--- src/hw/rtl/jqc_pkg.sv ---
package jqc_pkg;

    localparam int SUM_W  = 24;
    localparam int E_W    = 16;
    localparam int PCT_W  = 7;
    localparam int ETA_W  = 11;
    localparam int PT_W   = 16;
    localparam int TYPE_W = 3;
    localparam int Q_W    = 3;
    localparam int CNT_W  = 2;
    localparam int CIDX_W = 3;
    localparam int CDAT_W = 16;
    localparam int PROD_W = SUM_W + PCT_W;

    localparam logic [SUM_W-1:0] SUM_MAX   = {SUM_W{1'b1}};
    localparam logic [CNT_W-1:0] COUNT_MAX = {CNT_W{1'b1}};
    localparam logic [PCT_W-1:0] HUNDRED   = 7'd100;

    // particle types
    localparam logic [TYPE_W-1:0] PT_OTHER    = 3'd0;
    localparam logic [TYPE_W-1:0] PT_CHARGED  = 3'd1;
    localparam logic [TYPE_W-1:0] PT_PHOTON   = 3'd2;
    localparam logic [TYPE_W-1:0] PT_NEUTRAL  = 3'd3;
    localparam logic [TYPE_W-1:0] PT_ELECTRON = 3'd4;
    localparam logic [TYPE_W-1:0] PT_HF_HAD   = 3'd5;
    localparam logic [TYPE_W-1:0] PT_HF_EGAM  = 3'd6;

    // quality codes
    localparam logic [Q_W-1:0] Q_FAIL   = 3'd0;
    localparam logic [Q_W-1:0] Q_LOOSE  = 3'd1;
    localparam logic [Q_W-1:0] Q_MEDIUM = 3'd2;
    localparam logic [Q_W-1:0] Q_TIGHT  = 3'd3;
    localparam logic [Q_W-1:0] Q_LOW_PT = 3'd4;

    // configuration register indexes
    localparam logic [CIDX_W-1:0] REG_LOOSE   = 3'd0;
    localparam logic [CIDX_W-1:0] REG_MEDIUM  = 3'd1;
    localparam logic [CIDX_W-1:0] REG_TIGHT   = 3'd2;
    localparam logic [CIDX_W-1:0] REG_ETA     = 3'd3;
    localparam logic [CIDX_W-1:0] REG_MIN_PT  = 3'd4;

    localparam logic [PCT_W-1:0] LOOSE_RST  = 7'd99;
    localparam logic [PCT_W-1:0] MEDIUM_RST = 7'd95;
    localparam logic [PCT_W-1:0] TIGHT_RST  = 7'd90;
    localparam logic [ETA_W-1:0] ETA_RST    = 11'd614;
    localparam logic [PT_W-1:0]  MIN_PT_RST = 16'd40;

    typedef struct packed {
        logic [SUM_W-1:0] total;
        logic [SUM_W-1:0] charged;
        logic [SUM_W-1:0] photon;
        logic [SUM_W-1:0] neutral;
        logic [SUM_W-1:0] electron;
        logic [CNT_W-1:0] count;
        logic             has_charged;
        logic             central;
        logic             low_pt;
    } jqc_summary_t;

    function automatic logic [SUM_W-1:0] sat_add(input logic [SUM_W-1:0] acc,
                                                 input logic [E_W-1:0] e);
        logic [SUM_W:0] s;
        s = {1'b0, acc} + {{(SUM_W+1-E_W){1'b0}}, e};
        return s[SUM_W] ? SUM_MAX : s[SUM_W-1:0];
    endfunction

endpackage

--- src/hw/rtl/jet_quality_classifier.sv ---
// The jet summary formed with the last constituent is held in the jet summary register,
// then its code in the result register. One constituent per cycle while item_stall is low;
// the input, jet summary and result registers each advance whenever the next stage has room.
// Reset (rst_n low, asynchronous): configuration returns to its defaults, all sums
// and counts clear, and every pipeline stage empties.
module jet_quality_classifier
(
    input  logic                        clk,
    input  logic                        rst_n,
    input  logic                        item_valid,
    output logic                        item_stall,
    input  logic [jqc_pkg::TYPE_W-1:0]  particle_type,
    input  logic [jqc_pkg::E_W-1:0]     energy,
    input  logic [jqc_pkg::PT_W-1:0]    jet_pt,
    input  logic [jqc_pkg::ETA_W-1:0]   jet_abs_eta,
    input  logic                        last,
    output logic                        result_valid,
    input  logic                        result_stall,
    output logic [jqc_pkg::Q_W-1:0]     quality,
    input  logic                        cfg_valid,
    output logic                        cfg_ready,
    input  logic [jqc_pkg::CIDX_W-1:0]  cfg_index,
    input  logic [jqc_pkg::CDAT_W-1:0]  cfg_data
);

    // configuration
    logic [jqc_pkg::PCT_W-1:0] loose_reg, medium_reg, tight_reg;
    logic [jqc_pkg::ETA_W-1:0] eta_bound_reg;
    logic [jqc_pkg::PT_W-1:0]  min_pt_reg;

    assign cfg_ready = 1'b1;

    always_ff @(posedge clk or negedge rst_n)
    begin
        if (!rst_n)
        begin
            loose_reg     <= jqc_pkg::LOOSE_RST;
            medium_reg    <= jqc_pkg::MEDIUM_RST;
            tight_reg     <= jqc_pkg::TIGHT_RST;
            eta_bound_reg <= jqc_pkg::ETA_RST;
            min_pt_reg    <= jqc_pkg::MIN_PT_RST;
        end
        else if (cfg_valid && cfg_ready)
        begin
            case (cfg_index)
                jqc_pkg::REG_LOOSE:  loose_reg     <= cfg_data[jqc_pkg::PCT_W-1:0];
                jqc_pkg::REG_MEDIUM: medium_reg    <= cfg_data[jqc_pkg::PCT_W-1:0];
                jqc_pkg::REG_TIGHT:  tight_reg     <= cfg_data[jqc_pkg::PCT_W-1:0];
                jqc_pkg::REG_ETA:    eta_bound_reg <= cfg_data[jqc_pkg::ETA_W-1:0];
                jqc_pkg::REG_MIN_PT: min_pt_reg    <= cfg_data[jqc_pkg::PT_W-1:0];
                default: ;
            endcase
        end
    end

    // stage handshake
    logic s0_valid_reg, s1_valid_reg, out_valid_reg;
    logic s0_last_reg;
    logic out_ready, s1_ready, s0_fire, s0_ready;

    assign out_ready  = !out_valid_reg || !result_stall;
    assign s1_ready   = !s1_valid_reg || out_ready;
    assign s0_fire    = s0_valid_reg && (!s0_last_reg || s1_ready);
    assign s0_ready   = !s0_valid_reg || s0_fire;
    assign item_stall = !s0_ready;

    // input register
    logic [jqc_pkg::TYPE_W-1:0] s0_type_reg;
    logic [jqc_pkg::E_W-1:0]    s0_energy_reg;
    logic [jqc_pkg::PT_W-1:0]   s0_pt_reg;
    logic [jqc_pkg::ETA_W-1:0]  s0_eta_reg;

    always_ff @(posedge clk or negedge rst_n)
    begin
        if (!rst_n)
            s0_valid_reg <= 1'b0;
        else if (s0_ready)
            s0_valid_reg <= item_valid;
    end

    always_ff @(posedge clk)
    begin
        if (s0_ready && item_valid)
        begin
            s0_type_reg   <= particle_type;
            s0_energy_reg <= energy;
            s0_pt_reg     <= jet_pt;
            s0_eta_reg    <= jet_abs_eta;
            s0_last_reg   <= last;
        end
    end

    // accumulators
    logic [jqc_pkg::SUM_W-1:0] tot_reg, chg_reg, pho_reg, neu_reg, ele_reg;
    logic [jqc_pkg::CNT_W-1:0] cnt_reg;
    logic                      hasc_reg;
    jqc_pkg::jqc_summary_t     acc_next;

    always_comb
    begin
        acc_next             = '0;
        acc_next.total       = jqc_pkg::sat_add(tot_reg, s0_energy_reg);
        acc_next.charged     = chg_reg;
        acc_next.photon      = pho_reg;
        acc_next.neutral     = neu_reg;
        acc_next.electron    = ele_reg;
        acc_next.count       = (cnt_reg == jqc_pkg::COUNT_MAX) ? cnt_reg
                                                               : cnt_reg + 1'b1;
        acc_next.has_charged = hasc_reg;
        acc_next.central     = (s0_eta_reg <= eta_bound_reg);
        acc_next.low_pt      = (s0_pt_reg < min_pt_reg);
        case (s0_type_reg)
            jqc_pkg::PT_CHARGED:
            begin
                acc_next.charged     = jqc_pkg::sat_add(chg_reg, s0_energy_reg);
                acc_next.has_charged = 1'b1;
            end
            jqc_pkg::PT_PHOTON, jqc_pkg::PT_HF_EGAM:
                acc_next.photon = jqc_pkg::sat_add(pho_reg, s0_energy_reg);
            jqc_pkg::PT_NEUTRAL:
                acc_next.neutral = jqc_pkg::sat_add(neu_reg, s0_energy_reg);
            jqc_pkg::PT_ELECTRON:
                acc_next.electron = jqc_pkg::sat_add(ele_reg, s0_energy_reg);
            default: ;
        endcase
    end

    always_ff @(posedge clk or negedge rst_n)
    begin
        if (!rst_n)
        begin
            tot_reg  <= '0;
            chg_reg  <= '0;
            pho_reg  <= '0;
            neu_reg  <= '0;
            ele_reg  <= '0;
            cnt_reg  <= '0;
            hasc_reg <= 1'b0;
        end
        else if (s0_fire)
        begin
            if (s0_last_reg)
            begin
                // jet closes: start the next one from zero
                tot_reg  <= '0;
                chg_reg  <= '0;
                pho_reg  <= '0;
                neu_reg  <= '0;
                ele_reg  <= '0;
                cnt_reg  <= '0;
                hasc_reg <= 1'b0;
            end
            else
            begin
                tot_reg  <= acc_next.total;
                chg_reg  <= acc_next.charged;
                pho_reg  <= acc_next.photon;
                neu_reg  <= acc_next.neutral;
                ele_reg  <= acc_next.electron;
                cnt_reg  <= acc_next.count;
                hasc_reg <= acc_next.has_charged;
            end
        end
    end

    // jet summary register
    jqc_pkg::jqc_summary_t s1_reg;

    always_ff @(posedge clk or negedge rst_n)
    begin
        if (!rst_n)
            s1_valid_reg <= 1'b0;
        else if (s1_ready)
            s1_valid_reg <= s0_fire && s0_last_reg;
    end

    always_ff @(posedge clk)
    begin
        if (s1_ready && s0_fire && s0_last_reg)
            s1_reg <= acc_next;
    end

    // classification: part/total < pct/100 as part*100 < pct*total
    logic [jqc_pkg::PROD_W-1:0] neu_x100, pho_x100, ele_x100;
    logic [jqc_pkg::PROD_W-1:0] tot_loose, tot_medium, tot_tight;
    logic                       tot_nz, multi, chg_ok;
    logic                       n_l, p_l, e_l, n_m, p_m, n_t, p_t;
    logic                       n_c, p_c, e_c;
    logic                       lvl_l, lvl_m, lvl_t;
    logic [jqc_pkg::Q_W-1:0]    code;

    always_comb
    begin
        neu_x100   = {{(jqc_pkg::PROD_W-jqc_pkg::SUM_W){1'b0}}, s1_reg.neutral}
                     * {{(jqc_pkg::PROD_W-jqc_pkg::PCT_W){1'b0}}, jqc_pkg::HUNDRED};
        pho_x100   = {{(jqc_pkg::PROD_W-jqc_pkg::SUM_W){1'b0}}, s1_reg.photon}
                     * {{(jqc_pkg::PROD_W-jqc_pkg::PCT_W){1'b0}}, jqc_pkg::HUNDRED};
        ele_x100   = {{(jqc_pkg::PROD_W-jqc_pkg::SUM_W){1'b0}}, s1_reg.electron}
                     * {{(jqc_pkg::PROD_W-jqc_pkg::PCT_W){1'b0}}, jqc_pkg::HUNDRED};
        tot_loose  = {{(jqc_pkg::PROD_W-jqc_pkg::SUM_W){1'b0}}, s1_reg.total}
                     * {{(jqc_pkg::PROD_W-jqc_pkg::PCT_W){1'b0}}, loose_reg};
        tot_medium = {{(jqc_pkg::PROD_W-jqc_pkg::SUM_W){1'b0}}, s1_reg.total}
                     * {{(jqc_pkg::PROD_W-jqc_pkg::PCT_W){1'b0}}, medium_reg};
        tot_tight  = {{(jqc_pkg::PROD_W-jqc_pkg::SUM_W){1'b0}}, s1_reg.total}
                     * {{(jqc_pkg::PROD_W-jqc_pkg::PCT_W){1'b0}}, tight_reg};
        tot_nz     = (s1_reg.total != '0);
        multi      = (s1_reg.count > 2'd1);
        chg_ok     = (s1_reg.charged != '0) && s1_reg.has_charged;

        n_l = tot_nz && (neu_x100 < tot_loose);
        p_l = tot_nz && (pho_x100 < tot_loose);
        e_l = tot_nz && (ele_x100 < tot_loose);
        n_m = tot_nz && (neu_x100 < tot_medium);
        p_m = tot_nz && (pho_x100 < tot_medium);
        n_t = tot_nz && (neu_x100 < tot_tight);
        p_t = tot_nz && (pho_x100 < tot_tight);
        // a 100 percent limit reduces to part < total
        n_c = tot_nz && (s1_reg.neutral  < s1_reg.total);
        p_c = tot_nz && (s1_reg.photon   < s1_reg.total);
        e_c = tot_nz && (s1_reg.electron < s1_reg.total);

        if (s1_reg.central)
        begin
            lvl_l = n_l && p_l && multi && chg_ok && e_l;
            lvl_m = n_c && p_c && multi && chg_ok && e_c;
            lvl_t = lvl_m;
        end
        else
        begin
            lvl_l = n_l && p_l && multi;
            lvl_m = n_m && p_m && multi;
            lvl_t = n_t && p_t && multi;
        end

        if (s1_reg.low_pt)
            code = jqc_pkg::Q_LOW_PT;
        else if (lvl_l && !lvl_m && !lvl_t)
            code = jqc_pkg::Q_LOOSE;
        else if (lvl_l && lvl_m && !lvl_t)
            code = jqc_pkg::Q_MEDIUM;
        else if (lvl_l && lvl_m && lvl_t)
            code = jqc_pkg::Q_TIGHT;
        else
            code = jqc_pkg::Q_FAIL;
    end

    // result register
    logic [jqc_pkg::Q_W-1:0] quality_reg;

    always_ff @(posedge clk or negedge rst_n)
    begin
        if (!rst_n)
            out_valid_reg <= 1'b0;
        else if (out_ready)
            out_valid_reg <= s1_valid_reg;
    end

    always_ff @(posedge clk)
    begin
        if (out_ready && s1_valid_reg)
            quality_reg <= code;
    end

    assign result_valid = out_valid_reg;
    assign quality      = quality_reg;

endmodule

--- config.mk ---
export PLATFORM = sky130hd
export DESIGN_NAME = jet_quality_classifier
export DESIGN_NICKNAME = d
export VERILOG_FILES = /design/src/hw/rtl/jqc_pkg.sv /design/src/hw/rtl/jet_quality_classifier.sv
export SDC_FILE = /design/constraint.sdc
export NUM_CORES = 2
export LEC_CHECK = 0
export ABC_AREA = 1
export BUFFER_PORTS_ARGS = -buffer_cell sky130_fd_sc_hd__buf_2
export CORE_ASPECT_RATIO = 1.2
export CORE_UTILIZATION = 70
export CTS_BUF_LIST = sky130_fd_sc_hd__clkbuf_4 sky130_fd_sc_hd__clkbuf_8
export DETAILED_ROUTE_END_ITERATION = 10
export PLACE_DENSITY = 0.88
export REMOVE_ABC_BUFFERS = 1
export SETUP_SLACK_MARGIN = 0.4
export SLEW_MARGIN = 20
export SYNTH_ARGS = -nofsm -noshare
export SYNTH_HDL_FRONTEND = slang
export SYNTH_SLANG_ARGS = --single-unit
--- constraint.sdc ---
create_clock -name clk -period 14.58 [get_ports clk]
set_input_delay 2.916 -clock clk [delete_from_list [all_inputs] [get_ports clk]]
set_output_delay 2.916 -clock clk [all_outputs]
set_load 0.1 [all_outputs]
==> flow_metrics.env <==
export IMPL_rrSetupSlack_ns=7.09
export IMPL_synth_area_top_cells="ha_1 (19%), fa_1 (16%), nand2_1 (12%)"
export IMPL_timing_rr_end="quality[0]"
export IMPL_synth_distinct_cells=71
export IMPL_postSynthCellCount=6439
export IMPL_die_w_um=243
export IMPL_cts_resized=0
export IMPL_io_buffers=75
export IMPL_synth_top_area_frac=0.187
export IMPL_cp_max_fo=23
export IMPL_cts_tree="built"
export IMPL_clock_latency_ns=0.71
export IMPL_r2r_cells=27
export IMPL_cap_violations=0
export IMPL_largest_reg_flops=124
export IMPL_endpoint="quality[0]"
export IMPL_crit_start="s1_reg[108]"
export IMPL_clock_fmax_mhz=133
export IMPL_min_period_ns=7.49
export IMPL_via_per_inst=5.79
export IMPL_finalCritPeriodShare=0.514
export IMPL_hold_viol=0
export IMPL_post_cts_buffers=0
export IMPL_fp_coreArea_um2=68700
export IMPL_drc=0
export IMPL_synth_enable_flop_cells=174
export IMPL_ant_nets=0
export IMPL_synth_common_cells="nand2_1 (1539), inv_1 (1511), ha_1 (731)"
export IMPL_cp_end_kind="register"
export IMPL_hold_buffers=0
export IMPL_skew_ns=0.0412
export IMPL_grt_setup_unrepaired="false"
export IMPL_grt_pass1_vias=44400
export IMPL_cts_sinks=348
export IMPL_grt_usage=0.407
export IMPL_hpwl_mm=114
export IMPL_arrival_ns=7.94
export IMPL_hold_class="register to register"
export IMPL_ios=77
export IMPL_dr_pass1_iters=8
export IMPL_worstSetupStartpointType="register"
export IMPL_yosysMostFrequentCell="nand2_1"
export IMPL_ys_seq_elements=348
export IMPL_ys_warnings_count=0
export IMPL_cts_clk_slew_worst_paths_ns=0.07
export IMPL_antenna_found_initial=3
export IMPL_cts_root_buf="clkbuf_8"
export IMPL_die_y_um=291
export IMPL_routabilityCongestion=1.01
export IMPL_drive_gt1_frac=0.0563
export IMPL_slew_headroom=0.275
export IMPL_vias=42900
export IMPL_grt_remaining_overflow=0
export IMPL_worstSetupPathType="register to register"
export IMPL_nets=7643
export IMPL_rows=105
export IMPL_final_max_slew_viol_count=0
export IMPL_tightest_slew_ns=1.09
export IMPL_synthFlopType="edfxtp_1"
export IMPL_wl_mm=142
export IMPL_start_util=0.711
export IMPL_die_area_um2=70800
export IMPL_cts_buffers=57
export IMPL_status="completed"
export IMPL_clockBufferDepth=3
export IMPL_critPathRequiredTime_ns=15.03
export IMPL_setup_viol=0
export IMPL_syn_to_final_growth_pct=5.32
export IMPL_grt_max_degree=78
export IMPL_tns_ns=0
export IMPL_r2r_start="s1_reg[108]"
export IMPL_yosysSeqAreaShare=0.197
export IMPL_grt_pass1_wl_mm=225
export IMPL_ctsHtreeMaxLevel=2
export IMPL_syn_avg_cell_area_um2=7.58
export IMPL_synth_area_um2=48800
export IMPL_yosys_area_top_type="ha_1"
export IMPL_async_flop_share=0.500
export IMPL_wl_per_cell_um=19.1
export IMPL_drtIter0Drc=3064
==> critical path: stages (launching register included) <==
cell      delay, ns
edfxtp_1       1.07
nand2_1        0.18
fa_1           0.52
fa_1           0.49
inv_1          0.06
fa_1           0.53
inv_1          0.05
fa_1           0.52
inv_1          0.04
ha_1           0.32
inv_1          0.10
o21bai_1       0.08
a21oi_1        0.11
nand2_1        0.16
a21boi_0       0.37
o21ai_0        0.25
a21boi_0       0.37
o21ai_0        0.22
xnor2_1        0.31
ha_1           0.31
a21oi_1        0.19
o21a_1         0.13
o221a_2        0.18
nand4_1        0.08
nor3_1         0.32
nand3_1        0.13
nand3_1        0.10
nor2_1         0.05
==> cell families (layout without fill, tap and decap cells) <==
| kind of cell | count (synthesis) | after routing | synth area share |
|---|---|---|---|
| XOR/XNOR | 201 | 201 | 0.0366 |
| AO/OA/AOI/OAI | 881 | 881 | 0.104 |
| AND/OR/NAND/NOR | 2207 | 2207 | 0.187 |
| other | 1 | 4 | 0.0000768 |
| flip-flops | 348 | 348 | 0.197 |
| adder cells (fa/ha/maj) | 1120 | 1120 | 0.347 |
| buffers and inverters | 1681 | 1743 | 0.129 |
==> metrics by stage <==
step                cell area, µm²  hold slack, ns  cells  utilization  worst slack (ns)
global placement             50000           0.451   7302        0.728              7.38
detailed placement           50000           0.456   7302        0.728              7.20
CTS                          51400           0.471   7410        0.748              7.17
global route                 51400           0.491   7411        0.748              6.73
finish                       51400           0.468   7413        0.749              7.09
floorplan                    48300           0.426   6287            -              6.89
==> worst min-delay path by stage <==
| stage | start | to | cells after the start |
|---|---|---|---|
| finish | s1_reg[0] | quality[2] | 0 |
| global route | s1_reg[0] | quality[2] | 0 |
| CTS | s1_reg[0] | quality[2] | 0 |
| detailed placement | s1_reg[0] | quality[2] | 0 |
| global placement | s1_valid_reg | result_valid | 2 |
| floorplan | s1_reg[0] | quality[2] | 0 |
==> cell usage in the layout, fill, tap and decap left out, drive strengths merged, types with 12 or more instances in the layout <==
| cell type | netlist | layout |
|---|---|---|
| a211oi | 12 | 12 |
| a21boi | 12 | 12 |
| a21oi | 359 | 359 |
| a31oi | 38 | 38 |
| buf | 24 | 105 |
| clkbuf | 128 | 75 |
| clkinv | 1 | 20 |
| dfrtp | 153 | 153 |
| dfstp | 21 | 21 |
| edfxtp | 174 | 174 |
| fa | 389 | 389 |
| ha | 731 | 731 |
| inv | 1528 | 1533 |
| nand2 | 1578 | 1578 |
| nand3 | 193 | 193 |
| nand4 | 64 | 64 |
| nor2 | 278 | 278 |
| nor3 | 55 | 55 |
| nor4 | 14 | 14 |
| o211ai | 16 | 16 |
| o21a | 18 | 18 |
| o21ai | 284 | 284 |
| o21bai | 25 | 25 |
| o22ai | 58 | 58 |
| xnor2 | 81 | 81 |
| xor2 | 120 | 120 |
==> layout make-up <==
cell class	count	area, µm²
Sequential cell	348	9610
Inverter	1529	5740
Timing Repair Buffer	106	617
Antenna cell	3	7.51
Clock buffer	74	931
Multi-Input combinational cell	4410	32900
Tap cell	909	1140
Fill cell	5378	17300
Clock inverter	34	457
==> routing by layer <==
layer  vias up  part of all wire  global-route usage
li1      20300                 -                   -
met1     20400              0.36               0.448
met2      1670              0.49               0.717
met3       574             0.066              0.0498
met4         0             0.085               0.306
met5         -                 0                   0
Power is left out: the tool's default activity adds up to more than one toggle a clock period on the data nets, which glitch-free logic cannot reach.
